===== src/hw/rtl/rfg_pkg.sv =====
`timescale 1ns / 1ps
// ----------------------------------------------------------------------------
// rfg_pkg
// Shared types, constants and the linearization table of the glyph unit.
// ----------------------------------------------------------------------------
package rfg_pkg;

  // Configuration register indexes
  typedef enum logic [2:0] {
    CFG_WIDTH    = 3'd0,
    CFG_HEIGHT   = 3'd1,
    CFG_SHARPEN  = 3'd2,
    CFG_NEGATIVE = 3'd3,
    CFG_CONTRAST = 3'd4,
    CFG_LEVEL    = 3'd5,
    CFG_GLYPHS   = 3'd6
  } cfg_idx_e;

  localparam int CFG_DATA_W   = 11;
  localparam int HEIGHT_LIMIT = 1024;
  localparam int QUEUE_DEPTH  = 4;

  localparam logic [15:0] W_RED     = 16'd13933;
  localparam logic [15:0] W_GREEN   = 16'd46873;
  localparam logic [15:0] W_BLUE    = 16'd4732;
  // floor(x/255) == (x*RECIP_255) >> RECIP_SHIFT for x <= 255*256
  localparam logic [15:0] RECIP_255   = 16'd32897;
  localparam int          RECIP_SHIFT = 23;

  typedef struct packed {
    logic [10:0] image_width;
    logic [10:0] image_height;
    logic        sharpen;
    logic        negative;
    logic        contrast;
    logic [23:0] factor;
    logic [8:0]  glyph_count;
    logic        busy;
  } cfg_t;

  typedef struct packed {
    logic        last;
    logic [23:0] px;
  } job_t;

  typedef logic [15:0] lin_tab_t [256];

  // sRGB to linear light in Q0.16, evaluated at elaboration
  function automatic lin_tab_t build_lin();
    lin_tab_t    tab;
    logic [63:0] e;
    logic [63:0] t;
    logic [63:0] r;
    logic [63:0] cand;
    logic [63:0] x2;
    logic [63:0] x4;
    logic [63:0] p;
    for (int v = 0; v < 256; v++) begin
      if (v <= 10) begin
        e = (64'(v) * 64'd6553600 + 64'd164730) / 64'd329460;
      end else begin
        t = (64'(1000 * v + 14025) << 32) / 64'd269025;
        if (t > 64'hFFFF_FFFF) t = 64'hFFFF_FFFF;
        r = 64'd0;
        for (int b = 31; b >= 0; b--) begin
          cand = r | (64'd1 << b);
          x2   = (cand * cand) >> 32;
          x4   = (x2 * x2) >> 32;
          p    = (x4 * cand) >> 32;
          if (p <= t) r = cand;
        end
        e = (((t * t) >> 32) * ((r * r) >> 32)) >> 32;
        e = (e + 64'h8000) >> 16;
      end
      if (e > 64'd65535) e = 64'd65535;
      tab[v] = e[15:0];
    end
    return tab;
  endfunction

  localparam lin_tab_t LIN_TAB = build_lin();

endpackage


===== src/hw/rtl/rfg_fifo.sv =====
`timescale 1ns / 1ps
// ----------------------------------------------------------------------------
// rfg_fifo
// Short job queue between the front and back parts.
// ----------------------------------------------------------------------------
module rfg_fifo import rfg_pkg::*; (
  input  logic clk_i,
  input  logic rst_ni,
  input  logic push_i,
  input  job_t data_i,
  input  logic pop_i,
  output job_t data_o,
  output logic full_o,
  output logic empty_o
);

  localparam int PW = $clog2(QUEUE_DEPTH);

  job_t          mem_q [QUEUE_DEPTH];
  logic [PW-1:0] wr_q, rd_q;
  logic [PW:0]   cnt_q;

  assign full_o  = cnt_q == (PW+1)'(QUEUE_DEPTH);
  assign empty_o = cnt_q == '0;
  assign data_o  = mem_q[rd_q];

  always_ff @(posedge clk_i) begin
    if (push_i) mem_q[wr_q] <= data_i;
  end

  always_ff @(posedge clk_i or negedge rst_ni) begin
    if (!rst_ni) begin
      wr_q  <= '0;
      rd_q  <= '0;
      cnt_q <= '0;
    end else begin
      if (push_i) wr_q <= wr_q + 1'b1;
      if (pop_i)  rd_q <= rd_q + 1'b1;
      cnt_q <= cnt_q + (PW+1)'(push_i) - (PW+1)'(pop_i);
    end
  end

endmodule


===== config.mk =====
export PLATFORM = sky130hd
export DESIGN_NAME = rfg_fifo
export DESIGN_NICKNAME = d
export VERILOG_FILES = /design/src/hw/rtl/rfg_pkg.sv /design/src/hw/rtl/rfg_fifo.sv
export SDC_FILE = /design/constraint.sdc
export NUM_CORES = 1
export LEC_CHECK = 0
export CAP_MARGIN = 0
export CORE_MARGIN = 2
export CORE_UTILIZATION = 62
export CTS_CLUSTER_DIAMETER = 200
export CTS_CLUSTER_SIZE = 28
export DETAILED_ROUTE_END_ITERATION = 10
export DONT_BUFFER_PORTS = 1
export GPL_ROUTABILITY_DRIVEN = 0
export PLACE_DENSITY = 0.78
export SETUP_SLACK_MARGIN = 0.3
export SLEW_MARGIN = 15
export SYNTH_ARGS = -nofsm -noshare
export SYNTH_HDL_FRONTEND = slang
export SYNTH_SLANG_ARGS = --single-unit

===== constraint.sdc =====
create_clock -name clk_i -period 2.2 [get_ports clk_i]
set_clock_uncertainty 0.1 [all_clocks]
set_input_delay 0.44 -clock clk_i [delete_from_list [all_inputs] [get_ports clk_i]]
set_output_delay 0.44 -clock clk_i [all_outputs]
set_load 0.005 [all_outputs]

==> impl_metrics.toml <==
[floorplanning]
die-area_um2 = 7180
start_util_pct = 64.1
die_h_um = 84.8
die_w_um = 84.8
rows = 29
core-area_um2 = 6310
ios = 56

[run_status]
status = "completed"

[clock_tree]
path_clk_slew_ns = 0.09
clock_path_buffers = 2
cts_tree = "yes"
htreeDepth = 3
cts_sinks = 107
cts_setup_buffers = 0
cts_buffers = 9
clk-insertion-delay-late_ns = 0.35
clockRootBuffer = "clkbuf_8"

[place]
io_buffers = 0
dp_hpwl_um = 4220
placed_area_um2 = 4180

[critical_path]
worstSetupEndpointType = "output pin"
start_kind = "flip-flop"
arrival_ns = 1.53
crit_fanout = 17
path_class = "reg2out"
cp_slowest_stage_delay_ns = 0.60
critPathRequiredTime_ns = 1.66
rr_worst_depth = 7
cp_slowest_cell = "mux4_1"
crit_chain = "buf_12 -> mux4_1"

[synthesis]
synth-simple-area-share_pct = 1.08
synth_area_um2 = 4040
synth_top_family_by_area = "multiplexers"
synth_seq_cells = 107
synth_compound_area_share_pct = 0.124
ys_seq_area_share_pct = 78.6
synth_cells = 165
ys_warn_count = 0
avgSynthCellArea_um2 = 24.5
synth_xor_area_share_pct = 1.08
synthMuxAreaShare_pct = 14.6
synthAdderAreaFrac_pct = 2.35
syn_nets = 201
yosysUniqueCellTypes = 17

[cells_and_area]
final_common_cell = "edfxtp_1"
drive_gt1_share_pct = 26.6
area_growth_syn_to_layout_pct = 7.92
antenna_cells = 0
final_cell_mix = "edfxtp_1, mux4_2, buf_4"
nets = 219
fillers = 374
design_area_um2 = 4360

[sta]
tightest_slew_ns = 0.307
finalCriticalPeriod_ns = 2.07
rsz0062_at_grt = "yes"
relSlewSlack_pct = 79.5
fin_tns_setup_ns = 0
drv_slew = 0
fin_crit_sh_pct = 94.0
max_freq_mhz = 484
setup_viol = 0
hold_viol = 0

[run]
cap_violations = 0

[grt]
grt_pass1_vias = 1744
grt-ovfl-total = 0
grtUsageTotal_pct = 18.1
grt_max_degree = 19
grt_pass1_wl_um = 9360
antenna_found_initial = 0

[detailed_routing]
drcViolationCount = 0
wire_per_inst_um = 22.5
wl_um = 5960
first_pass_iters = 4
vias = 1599
vias_per_cell = 6.03
drtIter0Drc = 83
ant_nets = 0

[power_and_ir_drop]
ir_worst_vdd_v = 0.000971
fin_total_pwr_uw = 5300
powerDensity_nw_per_um2 = 1220
p_leak_uw = 0.00146

[min_path]
whs_path_depth = 1
min_path_type = "in2reg"
[state kept, by name, indices dropped and copies added, names as in the netlist]
| signal | cells |
|---|---|
| rd_q | 2 |
| wr_q | 2 |
| mem_q | 100 |
| cnt_q | 3 |
[per-stage QoR]
| stage | setup WS [ns] | hold WS, ns | cells | utilization, % |
|---|---|---|---|---|
| after floorplan | 0.454 | 0.0444 | 165 | - |
| after global placement | 0.441 | 0.0446 | 248 | 66.2 |
| after detailed placement | 0.344 | 0.0446 | 248 | 66.2 |
| after CTS | 0.102 | 0.0481 | 265 | 68.9 |
| after global routing | 0.0743 | 0.0485 | 265 | 69.1 |
| final | 0.133 | 0.0686 | 265 | 69.1 |
[report_power, final]
group / leakage, uW / internal [uW] / switching [uW]
logic: 0.000374 / 721 / 733
registers: 0.00100 / 2680 / 128
clock network: 0.0000912 / 424 / 620
total: 0.00146 / 3820 / 1480
[final cells by class]
| cell class | instances | area [um2] | area share (%) |
|---|---|---|---|
| sequential | 107 | 3180 | 72.8 |
| multi-input combinational | 46 | 773 | 17.7 |
| clock buffer | 10 | 128 | 2.92 |
| timing repair buffer | 13 | 116 | 2.67 |
| tap | 77 | 96.3 | 2.21 |
| clock inverter | 6 | 48.8 | 1.12 |
| inverter | 6 | 22.5 | 0.516 |
[synthesized netlist by cell type]
| library cell | number | area share (%) |
|---|---|---|
| buf_12 | 2 | 0.99 |
| xnor2_1 | 3 | 0.65 |
| inv_1 | 6 | 0.56 |
| and3_1 | 1 | 0.15 |
| xor2_1 | 2 | 0.43 |
| nor3_1 | 1 | 0.12 |
| nand2_1 | 2 | 0.19 |
| mux4_1 | 7 | 4.5 |
| dfrtp_1 | 7 | 4.3 |
| o21ai_0 | 1 | 0.12 |
| buf_2 | 3 | 0.37 |
| fa_1 | 1 | 0.50 |
| buf_6 | 1 | 0.28 |
| mux4_2 | 18 | 10 |
| and2_1 | 4 | 0.62 |
| ha_1 | 6 | 1.9 |
| edfxtp_1 | 100 | 74 |
[path summary, 6_finish.rpt]
check,start,end,slack [ns]
worst min register to register,wr_q[0],wr_q[0],0.46
worst min-delay path,pop_i,rd_q[0],0.07
worst max-delay path,rd_q[0],data_o[0],0.13
min in group asynchronous,rst_ni,rd_q[1],0.30
max in group asynchronous,rst_ni,rd_q[0],1.44
worst max register to register,cnt_q[0],cnt_q[2],0.39
[cell families (layout without fill, tap and decap cells)]
group                      Yosys count  after routing
DFF                                107            107
AOI/OAI and AO/OA                    1              1
buffers and inverters               12             35
xor gates and xnor gates             5              5
and+or+nand+nor                      8              8
adders and majority gates            7              7
muxes                               25             25
[critical path, delay by kind of cell (launching register included)]
family	cells	cell delay [ns]
flip-flops	1	0.40
buffers and inverters	1	0.18
multiplexers	1	0.60
[routing by layer]
| metal | global-route usage (%) | vias up | routed length, um |
|---|---|---|---|
| met3 | 4.72 | 8 | 401 |
| met5 | 0 | - | 0 |
| met4 | 7.36 | 0 | 75 |
| met1 | 23.3 | 828 | 2280 |
| met2 | 29.8 | 51 | 3200 |
| li1 | - | 712 | - |
[what timing repair did]
item,CTS,global route
gates resized for setup,3,2
hold endpoints to repair,7,0
pin swaps,0,0
hold buffers,1,0
setup endpoints to repair,25,26
cloned,0,0
(Power assumes the default switching activity.)
