**src/hw/rtl/rfg_pkg.sv**
```systemverilog
`timescale 1ns / 1ps
// ----------------------------------------------------------------------------
// rfg_pkg
// Shared types, constants and the linearization table of the glyph unit.
// ----------------------------------------------------------------------------
package rfg_pkg;

  // Configuration register indexes
  typedef enum logic [2:0] {
    CFG_WIDTH    = 3'd0,
    CFG_HEIGHT   = 3'd1,
    CFG_SHARPEN  = 3'd2,
    CFG_NEGATIVE = 3'd3,
    CFG_CONTRAST = 3'd4,
    CFG_LEVEL    = 3'd5,
    CFG_GLYPHS   = 3'd6
  } cfg_idx_e;

  localparam int CFG_DATA_W   = 11;
  localparam int HEIGHT_LIMIT = 1024;
  localparam int QUEUE_DEPTH  = 4;

  localparam logic [15:0] W_RED     = 16'd13933;
  localparam logic [15:0] W_GREEN   = 16'd46873;
  localparam logic [15:0] W_BLUE    = 16'd4732;
  // floor(x/255) == (x*RECIP_255) >> RECIP_SHIFT for x <= 255*256
  localparam logic [15:0] RECIP_255   = 16'd32897;
  localparam int          RECIP_SHIFT = 23;

  typedef struct packed {
    logic [10:0] image_width;
    logic [10:0] image_height;
    logic        sharpen;
    logic        negative;
    logic        contrast;
    logic [23:0] factor;
    logic [8:0]  glyph_count;
    logic        busy;
  } cfg_t;

  typedef struct packed {
    logic        last;
    logic [23:0] px;
  } job_t;

  typedef logic [15:0] lin_tab_t [256];

  // sRGB to linear light in Q0.16, evaluated at elaboration
  function automatic lin_tab_t build_lin();
    lin_tab_t    tab;
    logic [63:0] e;
    logic [63:0] t;
    logic [63:0] r;
    logic [63:0] cand;
    logic [63:0] x2;
    logic [63:0] x4;
    logic [63:0] p;
    for (int v = 0; v < 256; v++) begin
      if (v <= 10) begin
        e = (64'(v) * 64'd6553600 + 64'd164730) / 64'd329460;
      end else begin
        t = (64'(1000 * v + 14025) << 32) / 64'd269025;
        if (t > 64'hFFFF_FFFF) t = 64'hFFFF_FFFF;
        r = 64'd0;
        for (int b = 31; b >= 0; b--) begin
          cand = r | (64'd1 << b);
          x2   = (cand * cand) >> 32;
          x4   = (x2 * x2) >> 32;
          p    = (x4 * cand) >> 32;
          if (p <= t) r = cand;
        end
        e = (((t * t) >> 32) * ((r * r) >> 32)) >> 32;
        e = (e + 64'h8000) >> 16;
      end
      if (e > 64'd65535) e = 64'd65535;
      tab[v] = e[15:0];
    end
    return tab;
  endfunction

  localparam lin_tab_t LIN_TAB = build_lin();

endpackage

```
**src/hw/rtl/rfg_cfg.sv**
```systemverilog
`timescale 1ns / 1ps
// ----------------------------------------------------------------------------
// rfg_cfg
// Configuration registers and the serial divider for the contrast factor.
// ----------------------------------------------------------------------------
module rfg_cfg import rfg_pkg::*; (
  input  logic                  clk_i,
  input  logic                  rst_ni,
  input  logic                  we_i,
  input  logic [2:0]            idx_i,
  input  logic [CFG_DATA_W-1:0] data_i,
  output cfg_t                  cfg_o
);

  localparam int NUM_W = 34;

  logic [10:0] width_q, height_q;
  logic        sharpen_q, negative_q, contrast_q;
  logic [23:0] factor_q;
  logic [8:0]  glyphs_q;
  logic        busy_q;
  logic [5:0]  step_q;
  logic [NUM_W-1:0] num_q;
  logic [17:0] rem_q, den_q;

  logic signed [10:0] lvl_s, lsum, ldiff;
  logic [17:0] num_hi, den_new;
  logic [18:0] rem_sh;
  logic        qbit;
  logic [17:0] rem_nxt;
  logic [NUM_W-1:0] num_nxt;

  always_comb begin
    lvl_s   = 11'(signed'(data_i[8:0]));
    lsum    = lvl_s + 11'sd255;
    ldiff   = 11'sd259 - lvl_s;
    // level -256 gives a negative numerator: factor saturates to zero
    num_hi  = lsum[10] ? 18'd0 : 18'(lsum[9:0]) * 18'd259;
    den_new = 18'(ldiff[9:0]) * 18'd255;
    rem_sh  = {rem_q, num_q[NUM_W-1]};
    qbit    = rem_sh >= {1'b0, den_q};
    rem_nxt = qbit ? 18'(rem_sh - {1'b0, den_q}) : rem_sh[17:0];
    num_nxt = {num_q[NUM_W-2:0], qbit};
  end

  always_ff @(posedge clk_i or negedge rst_ni) begin
    if (!rst_ni) begin
      width_q    <= 11'd1024;
      height_q   <= 11'd1024;
      sharpen_q  <= 1'b0;
      negative_q <= 1'b0;
      contrast_q <= 1'b0;
      factor_q   <= 24'd65536;
      glyphs_q   <= 9'd10;
      busy_q     <= 1'b0;
      step_q     <= '0;
      num_q      <= '0;
      rem_q      <= '0;
      den_q      <= '0;
    end else begin
      if (we_i) begin
        unique case (idx_i)
          CFG_WIDTH:    width_q    <= data_i;
          CFG_HEIGHT:   height_q   <= data_i;
          CFG_SHARPEN:  sharpen_q  <= data_i[0];
          CFG_NEGATIVE: negative_q <= data_i[0];
          CFG_CONTRAST: contrast_q <= data_i[0];
          CFG_LEVEL: begin
            busy_q <= 1'b1;
            step_q <= '0;
            num_q  <= {num_hi, 16'd0};
            rem_q  <= '0;
            den_q  <= den_new;
          end
          CFG_GLYPHS:   glyphs_q   <= data_i[8:0];
          default: ;
        endcase
      end else if (busy_q) begin
        // one quotient bit per cycle while no register write comes in, restoring
        num_q  <= num_nxt;
        rem_q  <= rem_nxt;
        step_q <= step_q + 6'd1;
        if (step_q == 6'(NUM_W - 1)) begin
          busy_q   <= 1'b0;
          factor_q <= num_nxt[23:0];
        end
      end
    end
  end

  assign cfg_o = '{image_width: width_q, image_height: height_q, sharpen: sharpen_q,
                   negative: negative_q, contrast: contrast_q, factor: factor_q,
                   glyph_count: glyphs_q, busy: busy_q};

endmodule

```
**config.mk**
```make
export PLATFORM = sky130hd
export DESIGN_NAME = rfg_cfg
export DESIGN_NICKNAME = d
export VERILOG_FILES = /design/src/hw/rtl/rfg_pkg.sv /design/src/hw/rtl/rfg_cfg.sv
export SDC_FILE = /design/constraint.sdc
export NUM_CORES = 1
export LEC_CHECK = 0
export BUFFER_PORTS_ARGS = -buffer_cell sky130_fd_sc_hd__buf_2
export CORE_ASPECT_RATIO = 0.9
export CORE_UTILIZATION = 61
export DETAILED_ROUTE_END_ITERATION = 8
export PLACE_DENSITY = 0.86
export REMOVE_ABC_BUFFERS = 1
export SLEW_MARGIN = 20
export SYNTH_ARGS = -nofsm -noshare
export SYNTH_HDL_FRONTEND = slang
export SYNTH_SLANG_ARGS = --single-unit
export TNS_END_PERCENT = 50
```
**constraint.sdc**
```tcl
create_clock -name clk_i -period 2.8 [get_ports clk_i]
set_input_delay 0.56 -clock clk_i [delete_from_list [all_inputs] [get_ports clk_i]]
set_output_delay 0.56 -clock clk_i [all_outputs]
set_load 0.1 [all_outputs]
```
==> impl_metrics.tcl <==
set metrics [dict create \
    cts_tree "done" \
    finalWorstSetupSlack_ps -2581 \
    reg2reg_from "den_q[7]$_DFFE_PN0P_" \
    syn-cell-area_um2 9588 \
    max_freq_ghz 0.1858 \
    critical_path.endpoint "den_q[17]$_DFFE_PN0P_" \
    via_count 9592 \
    hold_buffers 0 \
    netlist.area_leader.share_pct 33.93 \
    final_core_util_pct 82.59 \
    r2r_slack_ps 50 \
    grt_pass1_wl_um 48310 \
    yosys-top-cells-area "dfrtp_1 34%, ha_1 12%, fa_1 9.0%" \
    fin_setup_tns_ps -48190 \
    route.detailed.drc 0 \
    htreeDepth 4 \
    maxSlewHeadroom_pct 51.10 \
    place_hpwl_um 18280 \
    start_util_pct 62.31 \
    powerDensity_nw_per_um2 1330 \
    grt_pass1_vias 9359 \
    drive_gt1_share_pct 36.70 \
    drtAntennaViolNets 0 \
    hold_violations 0 \
    critPathLaunchType "input port" \
    wire_per_inst_um 27.50 \
    crit_path_end_kind "register" \
    nets 1349 \
    yosys.area.top_type "dfrtp_1" \
    dr.pass1.iters 8 \
    finalCritPeriodShare_pct 192.2 \
    seq_area_frac_synth_pct 35.30 \
    place.gp.congestion 0.9559 \
    path_max_fanout 3 \
    ys_ff_latch 135 \
    reg2reg_to "rem_q[1]$_DFFE_PN0P_" \
    die_x_um 134.2 \
    cts_buffers 17 \
    async_reset_ff_share_pct 100.0 \
    synth-edff-count 0 \
    p_leak_nw 6.280 \
    violations "setup timing" \
    syn_avg_cell_area_um2 9.814 \
    dieArea_um2 16220 \
    hp-class "input port to asynchronous set/reset pin" \
    startpoint "data_i[5]" \
    core_um2 15390 \
    numPortBuffers 75 \
    routed_wl_um 38770 \
    worstRegToRegCells 10 \
    ys_types 65 \
    track_usage_pct 39.62 \
    fin_crit_ps 5381 \
    crit_arrival_ps 5730 \
    root_buffer "clkbuf_16" \
    maxCapViolCount 0 \
    post_drt_via_cell_ratio 6.803 \
    ys_warn_count 0 \
    peakVddDrop_v 0.0009180 \
    antenna_found_initial 2 \
    clock_skew_ps 17.50 \
    clk_latency_ps 470 \
    area_growth_pct 32.55 \
    netlist_instances 977 \
    synth_ff_type "dfrtp_1" \
    overflow 0 \
    grt_max_degree 57 \
    drt-initial-drc-count 1307 \
    yosysMostFrequentCell "dfrtp_1" \
    status "finished with violations" \
    required_ps 3150 \
    setup_viol_count_final 27 \
    die-height_um 120.9 \
    rsz0062_at_grt "yes" \
    ios 76 \
    cts_num_sinks 135 \
    path_clk_slew_ps 70 \
    worst_pin_slew_ps 730.8 \
    path_class "input port to register" \
    netlist_top_cells_count "130 x dfrtp_1, 116 x inv_1, 96 x nand2_1, 94 x ha_1, 62 x o21ai_0" \
    clock_path_buffers 2 \
    row_count 43 \
    slew_violations 0 \
]
[stage by stage]
step	worst slack, ps	area [um^2]	hold WS [ps]	cells	power [mW]
6_report	-2581	12710	60.05	1410	16.90
5_1_grt	-2741	12710	95.07	1410	17.48
4_1_cts	-2094	12230	106.6	1401	14.33
3_5_place_dp	-2735	11210	470.5	1362	11.17
3_3_place_gp	-2547	11210	457.7	1362	10.72
2_1_floorplan	-2670	9394	264.4	934	8.457
[placed cells by master, fill, tap and decap left out, types with 5 or more instances in the layout]
cell type,netlist,final
buf_6,2,19
clkinv_4,0,5
inv_1,116,95
and3_1,15,12
a21o_1,15,14
nand4_1,10,10
nand2b_1,6,5
mux2_2,51,51
a221oi_1,7,5
inv_2,0,20
xnor2_1,26,17
xnor2_2,0,6
o21a_1,5,5
fa_1,43,38
a21oi_1,35,28
ha_1,94,70
nand2_1,96,94
o21ai_1,15,23
buf_2,2,71
clkbuf_16,0,17
ha_4,0,19
nor3_1,13,11
buf_4,4,147
mux2i_1,13,13
nor2b_1,9,6
fa_2,0,5
o21ai_0,62,51
xor2_1,27,25
dfstp_2,5,5
ha_2,0,5
dfrtp_1,130,130
nor2_1,42,38
a21oi_2,0,5
or3_1,6,6
nand3_1,23,23
[routing by layer]
| layer | up-vias | global-route usage, % | part of all wire, % |
|---|---|---|---|
| met5 | - | 0 | 0 |
| met4 | 0 | 31.67 | 12 |
| met3 | 389 | 9.858 | 12 |
| met2 | 870 | 66.65 | 44 |
| met1 | 4566 | 42.74 | 32 |
| li1 | 3767 | - | - |
[flip-flops by register name, indices dropped and copies added (netlist names)]
name and flops:
num_q 34, factor_q 24, den_q 18, rem_q 18, height_q 11, width_q 11
glyphs_q 9, step_q 6, busy_q 1, contrast_q 1, negative_q 1, sharpen_q 1
[worst max-delay path, cell delays in order]
cell and delay (ps):
buf_2 140, nor3_1 240, buf_4 180, nand3_1 150, xnor2_2 230, fa_1 670
inv_2 120, fa_1 560, inv_2 70, fa_1 520, inv_2 50, fa_1 570
inv_2 60, ha_4 240, a21o_1 160, a21o_1 210, a21oi_2 240, o21ai_2 120
a311oi_2 340, xnor2_1 180, o21ai_1 100
[layout make-up]
cell class	count	area, um^2
antenna	1	2.502
clock buffer	17	425.4
clock inverter	14	167.7
fill	746	2679
inverter	116	437.9
multi-input combinational	683	6270
sequential	135	3385
tap	202	252.7
timing repair buffer	242	1768
[where the power goes]
part           total (mW)  switching (mW)  internal (mW)
logic                11.6            6.72           4.87
clock network        2.37            1.04           1.33
registers            2.94           0.451           2.49
[worst min-delay path by stage]
stage | startpoint | endpoint | slack [ps]
after global routing | rst_ni | factor_q[4]$_DFFE_PN0P_ | 100
after global placement | negative_q$_DFFE_PN0P_ | negative_q$_DFFE_PN0P_ | 460
final | rst_ni | num_q[3]$_DFFE_PN0P_ | 60
after CTS | rst_ni | num_q[33]$_DFFE_PN0P_ | 110
after floorplan | rst_ni | busy_q$_DFFE_PN0P_ | 260
after detailed placement | num_q[28]$_DFFE_PN0P_ | num_q[28]$_DFFE_PN0P_ | 470
[what timing repair did]
| item | in CTS | in global routing |
|---|---|---|
| endpoints found under the setup margin | 29 | 29 |
| pin swaps | 39 | 42 |
| resized for setup | 82 | 76 |
| gates cloned | 0 | 0 |
| buffers inserted | 9 | 8 |
[cell families after synthesis]
kind of cell               share of synthesized area (%)
and+or+nand+nor                                    11.84
AOI/OAI and AO/OA                                  12.87
buffers and inverters                              6.564
adders and majority gates                          21.25
DFF                                                35.30
muxes                                              7.347
xor gates and xnor gates                           4.841
Power figures use the tool's default switching activity.
