**config.mk**
```make
export PLATFORM = sky130hd
export DESIGN_NAME = rfg_back
export DESIGN_NICKNAME = d
export VERILOG_FILES = /design/src/hw/rtl/rfg_pkg.sv /design/src/hw/rtl/rfg_back.sv
export SDC_FILE = /design/constraint.sdc
export NUM_CORES = 2
export LEC_CHECK = 0
export CAP_MARGIN = 10
export CORE_MARGIN = 1
export CORE_UTILIZATION = 40
export DETAILED_ROUTE_END_ITERATION = 10
export DONT_BUFFER_PORTS = 1
export GPL_TIMING_DRIVEN = 0
export PLACE_DENSITY_LB_ADDON = 0.05
export SETUP_SLACK_MARGIN = 0.02
export SLEW_MARGIN = 20
export SYNTH_ARGS = -nofsm -noshare
export SYNTH_HDL_FRONTEND = slang
export SYNTH_SLANG_ARGS = --single-unit
```
**constraint.sdc**
```tcl
create_clock -name clk_i -period 12.3 [get_ports clk_i]
set_clock_uncertainty 0.2 [all_clocks]
set_input_delay 0 -clock clk_i [delete_from_list [all_inputs] [get_ports clk_i]]
set_output_delay 0 -clock clk_i [all_outputs]
set_load 0.05 [all_outputs]
```
**src/hw/rtl/rfg_pkg.sv**
```systemverilog
`timescale 1ns / 1ps
// ----------------------------------------------------------------------------
// rfg_pkg
// Shared types, constants and the linearization table of the glyph unit.
// ----------------------------------------------------------------------------
package rfg_pkg;

  // Configuration register indexes
  typedef enum logic [2:0] {
    CFG_WIDTH    = 3'd0,
    CFG_HEIGHT   = 3'd1,
    CFG_SHARPEN  = 3'd2,
    CFG_NEGATIVE = 3'd3,
    CFG_CONTRAST = 3'd4,
    CFG_LEVEL    = 3'd5,
    CFG_GLYPHS   = 3'd6
  } cfg_idx_e;

  localparam int CFG_DATA_W   = 11;
  localparam int HEIGHT_LIMIT = 1024;
  localparam int QUEUE_DEPTH  = 4;

  localparam logic [15:0] W_RED     = 16'd13933;
  localparam logic [15:0] W_GREEN   = 16'd46873;
  localparam logic [15:0] W_BLUE    = 16'd4732;
  // floor(x/255) == (x*RECIP_255) >> RECIP_SHIFT for x <= 255*256
  localparam logic [15:0] RECIP_255   = 16'd32897;
  localparam int          RECIP_SHIFT = 23;

  typedef struct packed {
    logic [10:0] image_width;
    logic [10:0] image_height;
    logic        sharpen;
    logic        negative;
    logic        contrast;
    logic [23:0] factor;
    logic [8:0]  glyph_count;
    logic        busy;
  } cfg_t;

  typedef struct packed {
    logic        last;
    logic [23:0] px;
  } job_t;

  typedef logic [15:0] lin_tab_t [256];

  // sRGB to linear light in Q0.16, evaluated at elaboration
  function automatic lin_tab_t build_lin();
    lin_tab_t    tab;
    logic [63:0] e;
    logic [63:0] t;
    logic [63:0] r;
    logic [63:0] cand;
    logic [63:0] x2;
    logic [63:0] x4;
    logic [63:0] p;
    for (int v = 0; v < 256; v++) begin
      if (v <= 10) begin
        e = (64'(v) * 64'd6553600 + 64'd164730) / 64'd329460;
      end else begin
        t = (64'(1000 * v + 14025) << 32) / 64'd269025;
        if (t > 64'hFFFF_FFFF) t = 64'hFFFF_FFFF;
        r = 64'd0;
        for (int b = 31; b >= 0; b--) begin
          cand = r | (64'd1 << b);
          x2   = (cand * cand) >> 32;
          x4   = (x2 * x2) >> 32;
          p    = (x4 * cand) >> 32;
          if (p <= t) r = cand;
        end
        e = (((t * t) >> 32) * ((r * r) >> 32)) >> 32;
        e = (e + 64'h8000) >> 16;
      end
      if (e > 64'd65535) e = 64'd65535;
      tab[v] = e[15:0];
    end
    return tab;
  endfunction

  localparam lin_tab_t LIN_TAB = build_lin();

endpackage

```
**src/hw/rtl/rfg_back.sv**
```systemverilog
`timescale 1ns / 1ps
// ----------------------------------------------------------------------------
// rfg_back
// Color pipeline: negative, contrast, luminance, gamma search, glyph index.
// ----------------------------------------------------------------------------
module rfg_back import rfg_pkg::*; #(
  parameter int GAMMA_TABLE_BITS = 12
) (
  input  logic        clk_i,
  input  logic        rst_ni,
  input  cfg_t        cfg_i,
  input  logic        empty_i,
  input  job_t        job_i,
  output logic        pop_o,
  output logic        valid_o,
  input  logic        ready_i,
  output logic [7:0]  glyph_o,
  output logic [7:0]  gray_o,
  output logic        last_o
);

  localparam logic [15:0] LOW_MASK = 16'((32'd1 << (16 - GAMMA_TABLE_BITS)) - 32'd1);

  logic adv;

  // stage registers
  logic v1_q, v2_q, v3_q, v4_q, v5_q, v14_q, v15_q, vo_q;
  logic l1_q, l2_q, l3_q, l4_q, l5_q, l14_q, l15_q, lo_q;
  logic [7:0]  ch1_q [3];
  logic [7:0]  ch2_q [3];
  logic signed [34:0] s2_q [3];
  logic [15:0] lin3_q [3];
  logic [31:0] p4_q [3];
  logic [15:0] lv5_q;
  logic        sv_q [8];
  logic        sl_q [8];
  logic [7:0]  sg_q [8];
  logic [15:0] slv_q [8];
  logic [7:0]  g14_q, g15_q, go_q;
  logic [15:0] gc14_q;
  logic [31:0] q15_q;
  logic [7:0]  idx_q;

  logic [8:0]  cnt, cnt_m1, qv;
  logic signed [33:0] cprod [3];
  logic [7:0]  ch3 [3];
  logic [33:0] wsum;
  logic [15:0] lum;
  logic [7:0]  g_in [8];
  logic [15:0] lv_in [8];
  logic        v_in [8];
  logic        l_in [8];
  logic [7:0]  g_nx [8];

  always_comb begin
    adv   = !vo_q || ready_i;
    pop_o = adv && !empty_i;
    cnt   = (cfg_i.glyph_count == 9'd0) ? 9'd1 :
            ((cfg_i.glyph_count > 9'd256) ? 9'd256 : cfg_i.glyph_count);
    cnt_m1 = cnt - 9'd1;
    for (int k = 0; k < 3; k++) begin
      cprod[k] = $signed({1'b0, cfg_i.factor}) * ($signed({1'b0, ch1_q[k]}) - 9'sd128);
      if (!cfg_i.contrast)      ch3[k] = ch2_q[k];
      else if (s2_q[k] < 0)     ch3[k] = 8'd0;
      else if (s2_q[k][34:16] > 19'd255) ch3[k] = 8'd255;
      else                      ch3[k] = s2_q[k][23:16];
    end
    wsum = 34'(p4_q[0]) + 34'(p4_q[1]) + 34'(p4_q[2]);
    lum  = (wsum[33:16] > 18'd65535) ? 16'hFFFF : wsum[31:16];
    // binary search for the largest g with LIN_TAB[g] <= lv
    g_in[0]  = 8'd0;
    lv_in[0] = lv5_q;
    v_in[0]  = v5_q;
    l_in[0]  = l5_q;
    for (int k = 1; k < 8; k++) begin
      g_in[k]  = sg_q[k-1];
      lv_in[k] = slv_q[k-1];
      v_in[k]  = sv_q[k-1];
      l_in[k]  = sl_q[k-1];
    end
    for (int k = 0; k < 8; k++) begin
      g_nx[k]  = (LIN_TAB[g_in[k] | (8'd128 >> k)] <= lv_in[k]) ?
                 (g_in[k] | (8'd128 >> k)) : g_in[k];
    end
    qv = q15_q[RECIP_SHIFT +: 9];
  end

  always_ff @(posedge clk_i) begin
    if (adv) begin
      for (int k = 0; k < 3; k++) begin
        ch1_q[k]  <= cfg_i.negative ? ~job_i.px[8*k +: 8] : job_i.px[8*k +: 8];
        ch2_q[k]  <= ch1_q[k];
        s2_q[k]   <= 35'(cprod[k]) + 35'sd8388608;
        lin3_q[k] <= LIN_TAB[ch3[k]];
      end
      p4_q[0] <= 32'(lin3_q[0]) * 32'(W_RED);
      p4_q[1] <= 32'(lin3_q[1]) * 32'(W_GREEN);
      p4_q[2] <= 32'(lin3_q[2]) * 32'(W_BLUE);
      lv5_q   <= lum | LOW_MASK;
      for (int k = 0; k < 8; k++) begin
        sg_q[k]  <= g_nx[k];
        slv_q[k] <= lv_in[k];
      end
      g14_q  <= sg_q[7];
      gc14_q <= 16'(sg_q[7]) * 16'(cnt);
      g15_q  <= g14_q;
      q15_q  <= 32'(gc14_q) * 32'(RECIP_255);
      go_q   <= g15_q;
      idx_q  <= (qv > cnt_m1) ? cnt_m1[7:0] : qv[7:0];
    end
  end

  always_ff @(posedge clk_i or negedge rst_ni) begin
    if (!rst_ni) begin
      {v1_q, v2_q, v3_q, v4_q, v5_q, v14_q, v15_q, vo_q} <= '0;
      {l1_q, l2_q, l3_q, l4_q, l5_q, l14_q, l15_q, lo_q} <= '0;
      for (int k = 0; k < 8; k++) begin
        sv_q[k] <= 1'b0;
        sl_q[k] <= 1'b0;
      end
    end else if (adv) begin
      v1_q <= !empty_i;    l1_q <= job_i.last;
      v2_q <= v1_q;        l2_q <= l1_q;
      v3_q <= v2_q;        l3_q <= l2_q;
      v4_q <= v3_q;        l4_q <= l3_q;
      v5_q <= v4_q;        l5_q <= l4_q;
      for (int k = 0; k < 8; k++) begin
        sv_q[k] <= v_in[k];
        sl_q[k] <= l_in[k];
      end
      v14_q <= sv_q[7];    l14_q <= sl_q[7];
      v15_q <= v14_q;      l15_q <= l14_q;
      vo_q  <= v15_q;      lo_q  <= l15_q;
    end
  end

  assign valid_o = vo_q;
  assign glyph_o = idx_q;
  assign gray_o  = go_q;
  assign last_o  = lo_q;

endmodule

```
==> results by group <==
Run status
  – Status: finished, final reports clean

Final layout
  – Most frequent cells in the layout: 993 x inv_1, 882 x ha_1, 763 x fa_1, 748 x nand2_1, 538 x nor2_1
  – Final cell count without fillers: 10,500
  – Layout Nets: 9,807
  – Fillers: 17,300
  – Commonest non-fill, non-tap cell in the layout: inv_1
  – Area Overhead vs Synth: 8.41%
  – Share of layout cells above drive strength 1: 3.14%

Floorplan
  – Die W: 422 microns
  – Die area: 178,000 sq um
  – Cell Rows: 153
  – Die Y: 422 microns
  – Core box area: 174,000 sq um
  – IO Pins: 107
  – Initial Util: 40.4%

Timing
  – Max Clock Freq: 125 MHz
  – Slew HR: 11.0%
  – RSZ-0062 raised after global routing: no
  – Hold Vio Cnt, Final: 0
  – Final period utilization: 65.0%
  – Pins over their slew limit: 0
  – Least-Margin Pin Slew: 1.33 ns
  – Minimum clock period: 7.99 ns
  – Final setup fails: 0

Yosys
  – Top cells by area, synth: fa_1 22%, edfxtp_1 18%, ha_1 16%
  – Post-synth ARST share: 6.91%
  – Post-synth top flop: edfxtp_1
  – Top cell type's share of synthesized area: 21.7%
  – Synthesized net count: 9,664
  – Synth cell types: 80
  – Synth warn: 0
  – Synthesized area: 70,500 sq um
  – Number of synthesized flops with an enable pin: 431
  – Synthesized flop and latch total: 463
  – Sequential area share after synthesis: 19.5%
  – Cells after synthesis: 7,931
  – Area leader, netlist: fa_1
  – Syn Area/Cell: 8.89 sq um

Clock network
  – Clock Path Buffers: 3
  – CTS resizes: 0
  – Worst-path clk slew: 0.06 ns
  – Worst-Skew Late Latency: 0.71 ns
  – # clock sinks: 463
  – H-tree depth: 2
  – Setup bufs post-CTS: 0
  – CTS Buf Count: 58
  – Root Driver: clkbuf_16
  – CTS tree: done

Place
  – GP Congestion: 1.04
  – DP HPWL: 226,000 microns
  – Input/output buffers: 0
  – DP Cell Count: 10,300

Setup path
  – Critical-path cell list: clkinv_1, nand2_1, fa_1, fa_1, inv_1, fa_1, fa_1, inv_1, fa_1, inv_1, ha_1, o21a_1, a211oi_2, a211oi_1, o2111a_1, a211o_1, a311o_1, a221o_1, o41a_1, a211oi_1, o21bai_1, xor2_1
  – Critical path endpoint category: register
  – WS Path Type: reg -> reg
  – Crit-path slowest cell: edfxtp_1
  – Max incr delay on CP: 0.88 ns
  – Critical path required time: 12.57 ns
  – Most frequent CP cell: fa_1
  – WP data arrival: 8.26 ns
  – Critical path peak fanout: 8
  – Startpoint Class: register

Global route
  – Vias in the first global route: 64,900
  – Tot GR Track Use: 32.8%
  – Initial antenna violation count: 13
  – Global-route wire length before repair: 435,000 microns
  – Grt total ovfl: 0
  – Largest net degree at the start of global routing: 102

Routing
  – DR DRC count: 0
  – DR WL/cell: 28.4 microns
  – DRT iter0 DRCs: 6,747
  – DR pass1 iterations: 7
  – Routed vias: 63,500
  – Routed wire length: 297,000 microns
  – Vias per inst: 6.07
  – Final ANT Viol Nets: 0

Min path
  – Worst hold path class: in -> reg

Flow run
  – Max-Cap Viols: 0
## sequential cells by signal (all words and copies together) (netlist names), 7 cells and up
signal / count
ch1_q: 24
ch2_q: 24
g14_q: 8
g15_q: 8
gc14_q: 16
glyph_o: 8
gray_o: 8
l_in: 7
lin3_q: 48
lv5_q: 12
p4_q: 89
q15_q: 9
s2_q: 57
sg_q: 36
slv_q: 84
sv_q: 8
## cells in the mapped netlist (39+ instances only)
library cell / n
fa_1: 763
o311ai_0: 52
a21o_1: 84
edfxtp_1: 431
o211ai_1: 112
mux2_2: 46
o22ai_1: 47
nor2b_1: 107
nand2_1: 748
buf_1: 39
clkbuf_1: 442
nand4_1: 39
xor2_1: 64
nand2b_1: 54
a31oi_1: 102
nor3_1: 123
and2_1: 326
a211oi_1: 92
a221oi_1: 48
o21ai_0: 425
nor2_1: 541
nand3_1: 121
xnor2_1: 120
a21oi_1: 527
ha_1: 882
inv_1: 994
a311oi_1: 63
## cell type report
type                       instances  area (sq um)  area share, %
timing repair buffer              83           922           1.21
sequential                       463         13700           18.0
clock inverter                    39           430          0.563
tap                             2325          2910           3.80
clock buffer                      69          1570           2.05
buffer                           497          1900           2.48
antenna                            9          22.5         0.0295
multi-input combinational       5966         51200           66.9
inverter                        1005          3780           4.94
## worst max-delay path: cells and delay by family (launching register included)
kind | cells | cell delay, ns
flops | 1 | 0.88
compound gates | 10 | 2.93
fa+ha+maj | 6 | 2.67
buf+inv | 4 | 0.71
simple gates | 1 | 0.23
xor+xnor | 1 | 0.15
## routing by layer
| metal | global-route usage (%) | part of all wire (%) | vias up |
|---|---|---|---|
| li1 | - | - | 27600 |
| met3 | 6.06 | 8.5 | 1038 |
| met5 | 0 | 0.024 | - |
| met4 | 18.2 | 6.6 | 10 |
| met2 | 52.0 | 45 | 3489 |
| met1 | 42.2 | 40 | 31300 |
## cell families (layout without fill, tap and decap cells)
group           Yosys count  count (layout)  share of synthesized area (%)
mux                      84              84                           1.38
buf+inv                1502            1693                           8.02
fa+ha+maj              1645            1645                           37.3
flops                   463             463                           19.5
compound gates         1863            1863                           17.0
simple gates           2190            2190                           14.5
other cells               0               9                              0
xor+xnor                184             184                           2.29
## what timing repair did
item                                    4_1_cts  5_1_grt
endpoints found under the setup margin        0        0
hold buffers                                 72        0
hold endpoints to repair                    100        0
## path summary, 6_finish.rpt
path | slack [ns] | depth (start not counted) | endpoint | from
min | 0.1 | 5 | s2_q[0][51] | cfg_i[11]
min reg2reg | 0.22 | 0 | slv_q[0][4] | lv5_q[4]
max reg2reg | 4.31 | 22 | s2_q[0][68] | ch1_q[0][15]
max | 4.31 | 22 | s2_q[0][68] | ch1_q[0][15]
max in group asynchronous | 11.55 | 4 | l_in[1] | rst_ni
min in group asynchronous | 0.19 | 4 | v14_q | rst_ni
## metrics by stage
step           area (sq um)  TNS [ns]  setup WS [ns]  hold slack, ns  utilization (%)
4_1_cts               76400         0           4.29          0.0580             43.8
6_report              76500         0           4.31          0.0952             43.8
2_1_floorplan         70500         0           1.89          -0.496                -
5_1_grt               76400         0           3.95           0.114             43.8
3_5_place_dp          73700         0           4.28          -0.495             42.3
3_3_place_gp          73400   -863.48          -2.20          -0.495             42.1
Power is left out: the tool's default activity adds up to more than one toggle a clock period on the data nets, which glitch-free logic cannot reach.
